[src/sv/hes_pkg.sv]
// Package: shared types, widths, constants and the saturating adder of the Heston path step.
`default_nettype none
package hes_pkg;

  localparam int FRAC_BITS   = 24;
  localparam int STATE_WIDTH = 48;

  localparam int CFG_IDX_W  = 3;
  localparam int CFG_DATA_W = 47;

  // digit-by-digit root: radicand is the state value shifted up by the fraction
  localparam int ROOT_W   = (STATE_WIDTH + FRAC_BITS + 1) / 2;
  localparam int RAD_W    = 2 * ROOT_W;
  localparam int ITER_MAX = (STATE_WIDTH > ROOT_W) ? STATE_WIDTH : ROOT_W;
  localparam int CNT_W    = $clog2(ITER_MAX + 1);
  localparam int PROD_W   = 2 * STATE_WIDTH;
  localparam int SUM_W    = STATE_WIDTH + 2;
  localparam int CMP_W    = ((PROD_W + 1) > (ROOT_W + 1)) ? (PROD_W + 1) : (ROOT_W + 1);

  typedef logic signed [STATE_WIDTH-1:0] state_t;
  typedef logic signed [SUM_W-1:0]       sum_t;

  localparam state_t SMAX = {1'b0, {(STATE_WIDTH-1){1'b1}}};
  localparam state_t SMIN = {1'b1, {(STATE_WIDTH-1){1'b0}}};
  localparam state_t ONE  = state_t'(1) <<< FRAC_BITS;

  typedef enum logic [CFG_IDX_W-1:0] {
    CFG_START_PRICE    = 3'd0,
    CFG_START_VARIANCE = 3'd1,
    CFG_DRIFT_RATE     = 3'd2,
    CFG_REV_LEVEL      = 3'd3,
    CFG_REV_SPEED      = 3'd4,
    CFG_VOL_OF_VOL     = 3'd5,
    CFG_CORRELATION    = 3'd6,
    CFG_STEP_SIZE      = 3'd7
  } cfg_idx_e;

  typedef struct packed {
    logic               start_path;
    logic signed [31:0] dw_price;
    logic signed [31:0] dw_variance;
  } in_item_t;

  typedef struct packed {
    logic signed [47:0] price;
    logic signed [47:0] variance;
    logic               variance_clamped;
  } out_item_t;

  // command to and response from the shared arithmetic unit
  typedef struct packed {
    logic   go;
    logic   is_root;
    state_t a;
    state_t b;
  } unit_cmd_t;

  typedef struct packed {
    logic   done;
    state_t res;
  } unit_rsp_t;

  function automatic state_t sat_add(state_t x, state_t y, logic neg_y);
    sum_t xe;
    sum_t ye;
    sum_t s;
    xe = sum_t'(x);
    ye = neg_y ? -sum_t'(y) : sum_t'(y);
    s  = xe + ye;
    if (s > sum_t'(SMAX)) return SMAX;
    if (s < sum_t'(SMIN)) return SMIN;
    return state_t'(s);
  endfunction

endpackage
`default_nettype wire

[src/sv/hes_unit.sv]
// Shared arithmetic unit: bit-serial rounded fixed-point multiply and digit-by-digit square root.
`default_nettype none
module hes_unit import hes_pkg::*; (
  input  wire       clk_i,
  input  wire       rst_ni,
  input  unit_cmd_t cmd_i,
  output unit_rsp_t rsp_o
);

  typedef enum logic [1:0] {U_IDLE, U_MUL, U_ROOT, U_FIN} uphase_e;

  uphase_e                  phase_q;
  logic [CNT_W-1:0]         cnt_q;
  logic                     root_op_q;
  logic                     neg_q;
  logic [PROD_W-1:0]        mcand_q;
  logic [STATE_WIDTH-1:0]   mplier_q;
  logic [PROD_W-1:0]        acc_q;
  logic [RAD_W-1:0]         rad_q;
  logic [ROOT_W:0]          rem_q;
  logic [ROOT_W-1:0]        root_q;
  logic                     done_q;
  state_t                   res_q;

  logic [STATE_WIDTH-1:0] mag_a;
  logic [STATE_WIDTH-1:0] mag_b;
  logic [ROOT_W+2:0]      rem_sh;
  logic [ROOT_W+2:0]      trial;
  logic                   ge;
  logic [CMP_W-1:0]       rnd;
  logic [CMP_W-1:0]       lim;
  logic [CMP_W-1:0]       mval;
  logic [CMP_W-1:0]       root_ext;
  state_t                 mul_res;
  state_t                 root_res;

  assign mag_a = cmd_i.a[STATE_WIDTH-1] ? -cmd_i.a : cmd_i.a;
  assign mag_b = cmd_i.b[STATE_WIDTH-1] ? -cmd_i.b : cmd_i.b;

  assign rem_sh = {rem_q, rad_q[RAD_W-1 -: 2]};
  assign trial  = (ROOT_W+3)'({root_q, 2'b01});
  assign ge     = (rem_sh >= trial);

  always_comb begin
    rnd  = (CMP_W'(acc_q) + (CMP_W'(1) << (FRAC_BITS - 1))) >> FRAC_BITS;
    lim  = CMP_W'(SMAX) + CMP_W'(neg_q);
    mval = (rnd > lim) ? lim : rnd;
    mul_res = neg_q ? -state_t'(mval[STATE_WIDTH-1:0]) : state_t'(mval[STATE_WIDTH-1:0]);
    root_ext = CMP_W'(root_q);
    root_res = (root_ext > CMP_W'(SMAX)) ? SMAX : state_t'(root_ext[STATE_WIDTH-1:0]);
  end

  always_ff @(posedge clk_i or negedge rst_ni) begin
    if (!rst_ni) begin
      phase_q   <= U_IDLE;
      cnt_q     <= '0;
      done_q    <= 1'b0;
      root_op_q <= 1'b0;
    end else begin
      // pulse done for one cycle after the final phase
      done_q <= (phase_q == U_FIN);
      unique case (phase_q)
        U_IDLE: begin
          if (cmd_i.go) begin
            cnt_q     <= '0;
            root_op_q <= cmd_i.is_root;
            neg_q     <= cmd_i.a[STATE_WIDTH-1] ^ cmd_i.b[STATE_WIDTH-1];
            mcand_q   <= PROD_W'(mag_a);
            mplier_q  <= mag_b;
            acc_q     <= '0;
            rem_q     <= '0;
            root_q    <= '0;
            // root of max(a,0): the radicand carries the fraction twice
            rad_q     <= (cmd_i.a > 0) ? (RAD_W'(cmd_i.a) << FRAC_BITS) : '0;
            phase_q   <= cmd_i.is_root ? U_ROOT : U_MUL;
          end
        end
        U_MUL: begin
          if (mplier_q[0]) acc_q <= acc_q + mcand_q;
          mcand_q  <= mcand_q << 1;
          mplier_q <= mplier_q >> 1;
          cnt_q    <= cnt_q + 1'b1;
          if (cnt_q == CNT_W'(STATE_WIDTH - 1)) phase_q <= U_FIN;
        end
        U_ROOT: begin
          rem_q  <= ge ? (ROOT_W+1)'(rem_sh - trial) : (ROOT_W+1)'(rem_sh);
          root_q <= {root_q[ROOT_W-2:0], ge};
          rad_q  <= rad_q << 2;
          cnt_q  <= cnt_q + 1'b1;
          if (cnt_q == CNT_W'(ROOT_W - 1)) phase_q <= U_FIN;
        end
        U_FIN: begin
          res_q   <= root_op_q ? root_res : mul_res;
          phase_q <= U_IDLE;
        end
        default: phase_q <= U_IDLE;
      endcase
    end
  end

  assign rsp_o.done = done_q;
  assign rsp_o.res  = res_q;

endmodule
`default_nettype wire

[src/sv/heston_euler_path_step.sv]
// Top level: Heston stochastic-volatility path, one Euler step per input item.
// Usage:
//   Write the eight parameters on the configuration channel (cfg_valid_i,
//   cfg_index_i, cfg_data_i); cfg_ready_o is always high. Write only while idle.
//   Each input item (in_valid_i, in_stall_o, in_data_i) carries two Brownian
//   increments and a start flag; a set start flag reloads price and variance
//   from the start registers (saturated) before stepping.
//   One result item per input item leaves on out_valid_o / out_data_o and is
//   taken at an edge where out_stall_i is low.
// Sequencing:
//   One shared unit does all eleven products and both roots in turn. An item
//   is worked through from acceptance to the result register before the
//   next one is taken; in_stall_o is high for that whole time.
// Reset:
//   rst_ni clears the parameters, the path state and the output valid.
// Stall:
//   A held result does not block the next item; only when a new result is
//   ready while the old one still waits does the block hold in its last state.
`default_nettype none
module heston_euler_path_step import hes_pkg::*; (
  input  wire                   clk_i,
  input  wire                   rst_ni,
  input  wire                   cfg_valid_i,
  output logic                  cfg_ready_o,
  input  wire [CFG_IDX_W-1:0]   cfg_index_i,
  input  wire [CFG_DATA_W-1:0]  cfg_data_i,
  input  wire                   in_valid_i,
  output logic                  in_stall_o,
  input  in_item_t              in_data_i,
  output logic                  out_valid_o,
  input  wire                   out_stall_i,
  output out_item_t             out_data_o
);

  typedef enum logic [1:0] {S_IDLE, S_ISSUE, S_WAIT, S_FIN} state_e;

  // one step per operation of the shared unit, in issue order
  typedef enum logic [3:0] {
    ST_ROOT_V, ST_RHO_SQ, ST_ROOT_C, ST_C_DW1, ST_RHO_DW2, ST_P_R, ST_DRIFT_DT,
    ST_P_S, ST_DIFF_MIX, ST_LAMBDA_V, ST_REV_DT, ST_SIGV_S, ST_DIFF_DW2
  } step_e;

  // parameters
  logic [46:0]        start_price_q;
  logic [46:0]        start_var_q;
  logic signed [31:0] drift_q;
  logic signed [31:0] alpha_q;
  logic signed [31:0] lambda_q;
  logic signed [31:0] sigv_q;
  logic signed [25:0] rho_q;
  logic [30:0]        dt_q;

  state_e    state_q;
  step_e     step_q;
  state_t    p_q, v_q;
  state_t    np_q, nv_q;
  state_t    s_q, c_q, mix_q, tmp_q;
  state_t    dw1_q, dw2_q;
  logic      clamped_q;
  logic      out_valid_q;
  out_item_t out_q;

  unit_cmd_t cmd;
  unit_rsp_t rsp;

  state_t r_s, alpha_s, lambda_s, sigv_s, rho_s, dt_s;
  state_t load_p, load_v, cur_v;
  state_t add_x;
  logic   add_neg;
  state_t add_sum;
  logic   in_acc;
  logic   out_free;

  assign r_s      = state_t'(drift_q);
  assign alpha_s  = state_t'(alpha_q);
  assign lambda_s = state_t'(lambda_q);
  assign sigv_s   = state_t'(sigv_q);
  assign rho_s    = state_t'(rho_q);
  assign dt_s     = state_t'({1'b0, dt_q});

  // saturate reload values to the state range
  assign load_p = (CMP_W'(start_price_q) > CMP_W'(SMAX)) ? SMAX
                                                         : state_t'(start_price_q);
  assign load_v = (CMP_W'(start_var_q) > CMP_W'(SMAX)) ? SMAX
                                                       : state_t'(start_var_q);
  assign cur_v  = in_data_i.start_path ? load_v : v_q;

  assign cfg_ready_o = 1'b1;
  assign in_stall_o  = (state_q != S_IDLE);
  assign in_acc      = in_valid_i && !in_stall_o;
  assign out_free    = !out_valid_q || !out_stall_i;

  always_ff @(posedge clk_i or negedge rst_ni) begin
    if (!rst_ni) begin
      start_price_q <= '0;
      start_var_q   <= '0;
      drift_q       <= '0;
      alpha_q       <= '0;
      lambda_q      <= '0;
      sigv_q        <= '0;
      rho_q         <= '0;
      dt_q          <= '0;
    end else if (cfg_valid_i) begin
      unique case (cfg_idx_e'(cfg_index_i))
        CFG_START_PRICE:    start_price_q <= cfg_data_i[46:0];
        CFG_START_VARIANCE: start_var_q   <= cfg_data_i[46:0];
        CFG_DRIFT_RATE:     drift_q       <= cfg_data_i[31:0];
        CFG_REV_LEVEL:      alpha_q       <= cfg_data_i[31:0];
        CFG_REV_SPEED:      lambda_q      <= cfg_data_i[31:0];
        CFG_VOL_OF_VOL:     sigv_q        <= cfg_data_i[31:0];
        CFG_CORRELATION:    rho_q         <= cfg_data_i[25:0];
        CFG_STEP_SIZE:      dt_q          <= cfg_data_i[30:0];
        default: ;
      endcase
    end
  end

  // operand selection for the shared unit
  always_comb begin
    cmd.go      = (state_q == S_ISSUE);
    cmd.is_root = 1'b0;
    cmd.a       = '0;
    cmd.b       = '0;
    unique case (step_q)
      ST_ROOT_V:   begin cmd.is_root = 1'b1; cmd.a = v_q; end
      ST_RHO_SQ:   begin cmd.a = rho_s;    cmd.b = rho_s;  end
      ST_ROOT_C:   begin cmd.is_root = 1'b1; cmd.a = tmp_q; end
      ST_C_DW1:    begin cmd.a = c_q;      cmd.b = dw1_q;  end
      ST_RHO_DW2:  begin cmd.a = rho_s;    cmd.b = dw2_q;  end
      ST_P_R:      begin cmd.a = p_q;      cmd.b = r_s;    end
      ST_DRIFT_DT: begin cmd.a = tmp_q;    cmd.b = dt_s;   end
      ST_P_S:      begin cmd.a = p_q;      cmd.b = s_q;    end
      ST_DIFF_MIX: begin cmd.a = tmp_q;    cmd.b = mix_q;  end
      ST_LAMBDA_V: begin cmd.a = lambda_s; cmd.b = v_q;    end
      ST_REV_DT:   begin cmd.a = tmp_q;    cmd.b = dt_s;   end
      ST_SIGV_S:   begin cmd.a = sigv_s;   cmd.b = s_q;    end
      ST_DIFF_DW2: begin cmd.a = tmp_q;    cmd.b = dw2_q;  end
      default: ;
    endcase
  end

  // writeback adder: one saturating add per step, result of the unit as addend
  always_comb begin
    add_x   = '0;
    add_neg = 1'b0;
    unique case (step_q)
      ST_RHO_SQ:   begin add_x = ONE; add_neg = 1'b1; end
      ST_RHO_DW2:  add_x = tmp_q;
      ST_DRIFT_DT: add_x = p_q;
      ST_DIFF_MIX: add_x = np_q;
      ST_LAMBDA_V: begin add_x = alpha_s; add_neg = 1'b1; end
      ST_REV_DT:   add_x = v_q;
      ST_DIFF_DW2: add_x = nv_q;
      default: ;
    endcase
    add_sum = sat_add(add_x, rsp.res, add_neg);
  end

  hes_unit u_unit (
    .clk_i  (clk_i),
    .rst_ni (rst_ni),
    .cmd_i  (cmd),
    .rsp_o  (rsp)
  );

  always_ff @(posedge clk_i or negedge rst_ni) begin
    if (!rst_ni) begin
      state_q     <= S_IDLE;
      step_q      <= ST_ROOT_V;
      p_q         <= '0;
      v_q         <= '0;
      out_valid_q <= 1'b0;
    end else begin
      // drop a taken result unless a new one replaces it this cycle
      if (out_valid_q && !out_stall_i && (state_q != S_FIN)) out_valid_q <= 1'b0;
      unique case (state_q)
        S_IDLE: begin
          if (in_acc) begin
            // reload the path on start, then latch the drivers
            if (in_data_i.start_path) begin
              p_q <= load_p;
              v_q <= load_v;
            end
            clamped_q <= cur_v[STATE_WIDTH-1];
            dw1_q     <= state_t'(in_data_i.dw_price);
            dw2_q     <= state_t'(in_data_i.dw_variance);
            step_q    <= ST_ROOT_V;
            state_q   <= S_ISSUE;
          end
        end
        S_ISSUE: state_q <= S_WAIT;
        S_WAIT: begin
          if (rsp.done) begin
            unique case (step_q)
              ST_ROOT_V:   s_q   <= rsp.res;
              ST_RHO_SQ:   tmp_q <= add_sum[STATE_WIDTH-1] ? '0 : add_sum;
              ST_ROOT_C:   c_q   <= rsp.res;
              ST_C_DW1:    tmp_q <= rsp.res;
              ST_RHO_DW2:  mix_q <= add_sum;
              ST_P_R:      tmp_q <= rsp.res;
              ST_DRIFT_DT: np_q  <= add_sum;
              ST_P_S:      tmp_q <= rsp.res;
              ST_DIFF_MIX: np_q  <= add_sum;
              ST_LAMBDA_V: tmp_q <= add_sum;
              ST_REV_DT:   nv_q  <= add_sum;
              ST_SIGV_S:   tmp_q <= rsp.res;
              ST_DIFF_DW2: nv_q  <= add_sum;
              default: ;
            endcase
            if (step_q == ST_DIFF_DW2) begin
              state_q <= S_FIN;
            end else begin
              step_q  <= step_e'(step_q + 1'b1);
              state_q <= S_ISSUE;
            end
          end
        end
        S_FIN: begin
          // hold here while the previous result still waits
          if (out_free) begin
            p_q <= np_q;
            v_q <= nv_q;
            out_q.price            <= np_q[47:0];
            out_q.variance         <= nv_q[47:0];
            out_q.variance_clamped <= clamped_q;
            out_valid_q <= 1'b1;
            state_q     <= S_IDLE;
          end
        end
        default: state_q <= S_IDLE;
      endcase
    end
  end

  assign out_valid_o = out_valid_q;
  assign out_data_o  = out_q;

  a_out_from_fin: assert property (@(posedge clk_i) disable iff (!rst_ni)
    $rose(out_valid_q) |-> $past(state_q == S_FIN))
    else $error("result valid raised outside the final state");

  a_done_in_wait: assert property (@(posedge clk_i) disable iff (!rst_ni)
    rsp.done |-> (state_q == S_WAIT))
    else $error("unit finished while the sequencer was not waiting");

  a_go_unit_idle: assert property (@(posedge clk_i) disable iff (!rst_ni)
    (state_q == S_ISSUE) |=> (state_q == S_WAIT) && !rsp.done)
    else $error("issue not followed by a wait");

  a_accept_issue: assert property (@(posedge clk_i) disable iff (!rst_ni)
    in_acc |=> (state_q == S_ISSUE) && (step_q == ST_ROOT_V))
    else $error("accepted item did not start at the first step");

endmodule
`default_nettype wire

[config.mk]
export PLATFORM = sky130hd
export DESIGN_NAME = heston_euler_path_step
export DESIGN_NICKNAME = d
export VERILOG_FILES = /design/src/sv/hes_pkg.sv /design/src/sv/hes_unit.sv /design/src/sv/heston_euler_path_step.sv
export SDC_FILE = /design/constraint.sdc
export NUM_CORES = 2
export LEC_CHECK = 0
export ABC_AREA = 1
export BUFFER_PORTS_ARGS = -buffer_cell sky130_fd_sc_hd__buf_2
export CAP_MARGIN = 5
export CORE_MARGIN = 2
export CORE_UTILIZATION = 35
export CTS_BUF_LIST = sky130_fd_sc_hd__clkbuf_4
export DETAILED_ROUTE_END_ITERATION = 8
export GPL_TIMING_DRIVEN = 0
export PLACE_DENSITY = 0.6
export SYNTH_ARGS = -nofsm -noshare
export SYNTH_HDL_FRONTEND = slang
export SYNTH_HIERARCHICAL = 1
export SYNTH_SLANG_ARGS = --single-unit
[constraint.sdc]
create_clock -name clk_i -period 19.1 [get_ports clk_i]
set_input_delay 0.955 -clock clk_i [delete_from_list [all_inputs] [get_ports clk_i]]
set_output_delay 0.955 -clock clk_i [all_outputs]
set_load 0.005 [all_outputs]
==> impl_metrics.tcl <==
set metrics [dict create \
    yosysSeqAreaShare 0.489 \
    max_slew.worst_pin.slew_ps 1630 \
    io_pins 220 \
    r2r-end "np_q[1]" \
    setup_ws_ps 10370 \
    violations "max-capacitance violations, max-slew violations" \
    cts_tree "yes" \
    wl_per_cell_um 26.3 \
    numCtsBuffers 367 \
    coreArea_mm2 0.207 \
    ys_top_cells_by_count "nand2_1, inv_1, nor2_1" \
    synth.most_common_cell "nand2_1" \
    yosys.area.top_type "edfxtp_1" \
    outcome "complete, but fails checks" \
    fin_area_mm2 0.0840 \
    fp.dieH_um 460 \
    drive_gt1_frac 0.107 \
    postSynthCellCount 8793 \
    antenna_found_initial 21 \
    r2r-start "step_q[2]" \
    fin_tns_setup_ps 0 \
    die_w_um 460 \
    synth.cell_area_mm2 0.0729 \
    cts_root_buf "clkbuf_4" \
    dp_cells 11833 \
    postPlaceCellArea_mm2 0.0784 \
    cts.sinks 1252 \
    power.leakage_uw 0.0356 \
    final_antenna_net_count 0 \
    clock_latency_ps 1380 \
    vias_per_cell 5.55 \
    end_kind "flop" \
    post-route-period-util 0.457 \
    grt_pass1_wl_um 464000 \
    critPathKind "flop to flop" \
    ys_warn_count 6 \
    drt_wl_total_um 332000 \
    ys_seq_elements 1252 \
    cts_resized 0 \
    nets 9878 \
    drv_slew 4 \
    drc 0 \
    grt_pass1_vias 65635 \
    cap_violations 1 \
    final_hold_viol_count 0 \
    clk_pin_slew_ps 70 \
    ff2ff_setup_slack_ps 10370 \
    htree_levels 5 \
    final.min_clock_period_ps 8730 \
    dr.first_iter.drc_count 9255 \
    fin_cells 12591 \
    hold_start "cfg_data_i[30]" \
    setup_viol 0 \
    io_buffers 218 \
    nFillCells 21157 \
    hpwlAfterDp_um 264000 \
    synthTopCellsByArea "edfxtp_1, dfrtp_1, nand2_1, inv_1, nor2_1" \
    synth_ff_type "edfxtp_1" \
    max_freq_ghz 0.114 \
    area_growth_pct 15.3 \
    avgSynthCellArea_um2 8.29 \
    cts-hold-fix-buffers 95 \
    row_count 167 \
    syn_nets 9160 \
    grt_max_degree 110 \
    start_kind "flop" \
    dr.pass1.iters 6 \
    hold-path-cell-count 3 \
    hold_class "input pin to flop" \
    cp_max_fo 10 \
    skew_ps 205 \
    relSlewSlack -0.0886 \
    vias 69934 \
    grt_usage 0.304 \
    post-place-ws_ps 11010 \
    r2r_cells 19 \
    postCtsSetupRepairBufs 0 \
    powerDensity_mw_per_mm2 174 \
    dieArea_mm2 0.212 \
    gp_congestion 1.01 \
    synth_top_area_frac 0.354 \
    ys_async_sr_fraction 0.313 \
    peakVddDrop_mv 0.130 \
    crit_arrival_ps 9600 \
    initial_core_util 0.352 \
    grt-ovfl-total 0 \
    clock_path_buffers 4 \
    grt_setup_unrepaired "false" \
    holdPathEnd "start_var_q[30]" \
    finalPower_uw 14600 \
    yosysUniqueCellTypes 71 \
    synth_edf_count 860 \
    worstPathRequired_ps 19970 \
]
-- layer usage --
layer,wire length (um),GRT usage
met2,140000,0.450
met4,19900,0.161
met3,36400,0.0886
met1,135000,0.401
met5,66,0
-- cell type report --
| type | count | area (um^2) | share of cell area |
|---|---|---|---|
| sequential | 1252 | 35600 | 0.424 |
| multi-input combinational | 6191 | 32100 | 0.382 |
| clock buffer | 551 | 4140 | 0.0492 |
| buffer | 326 | 1390 | 0.0166 |
| clock inverter | 100 | 515 | 0.00614 |
| inverter | 1024 | 3850 | 0.0458 |
| timing repair buffer | 349 | 2870 | 0.0341 |
| antenna | 10 | 25.0 | 0.000298 |
| tap | 2788 | 3490 | 0.0415 |
-- sequential cells by signal, indices dropped and copies added (netlist names), 37 cells and up --
register and flops:
u_unit/rad_q 48, start_price_q 47, out_data_o 97, np_q 48, u_unit/res_q 48, tmp_q 48, p_q 48, u_unit/mplier_q 48
c_q 48, u_unit/acc_q 96, nv_q 48, start_var_q 47, u_unit/rem_q 37, s_q 48, mix_q 48, u_unit/mcand_q 96
v_q 48
-- where the power goes --
group	internal, uW	switching (uW)
Clock	1370	1250
Sequential	3950	707
Combinational	1920	5380
Total	7240	7340
-- stage by stage --
step                hold slack [ps]  utilization
floorplan                       400            -
global placement                414        0.374
detailed placement              423        0.378
CTS                            1.49        0.405
global route                   41.1        0.406
finish                          121        0.406
-- cell usage in the layout, fill, tap and decap left out, drive strengths merged, types with 19 or more instances in the layout --
cell type,synthesis,final
nand2,2109,2109
inv,1019,1022
nor2,1009,1009
edfxtp,860,860
clkbuf,251,802
o21ai,738,738
a21oi,584,584
nand3,404,404
dfrtp,392,392
buf,75,329
ha,245,245
a31oi,144,144
xor2,118,118
a22oi,117,117
nor3,105,105
clkinv,5,97
nand4,96,96
dlygate4sd3,0,95
a221oi,93,93
xnor2,76,76
o211ai,68,68
o21a,54,54
nand3b,26,26
nor4,25,25
o21bai,25,25
o31ai,22,22
o22ai,19,19
-- cell families (layout without fill, tap and decap cells) --
logic type                 after synthesis  count (layout)  share of synthesized area
other                                    1              11                  0.0000515
xor gates and xnor gates               194             194                     0.0233
adders and majority gates              247             247                     0.0426
and+or+nand+nor                       3808            3808                      0.218
buffers and inverters                 1350            2350                     0.0719
AOI/OAI and AO/OA                     1941            1941                      0.155
DFF                                   1252            1252                      0.489
-- worst max-delay path by stage --
stage                            from                to  slack [ps]
global route                step_q[2]           np_q[1]       10490
global placement               rst_ni  u_unit/acc_q[93]       -4860
CTS                         step_q[2]           np_q[1]       11020
finish                      step_q[2]           np_q[1]       10370
floorplan           u_unit/phase_q[1]   u_unit/acc_q[0]        7950
detailed placement          step_q[2]           np_q[1]       11010
-- worst max-delay path, cell delays in order (launching register included) --
cell and delay (ps):
dfrtp_1 320, buf_4 210, inv_2 90, nor2_1 340
inv_1 200, nor2_1 600, clkinv_1 710, clkbuf_1 630
o211ai_1 1290, ha_1 480, a21oi_1 310, o21bai_1 140
a21oi_1 300, a21oi_1 130, nor2_1 460, nand2_1 130
nand2_2 310, nand2_2 150, buf_2 230, a21oi_1 1240
(Power assumes the default switching activity.)
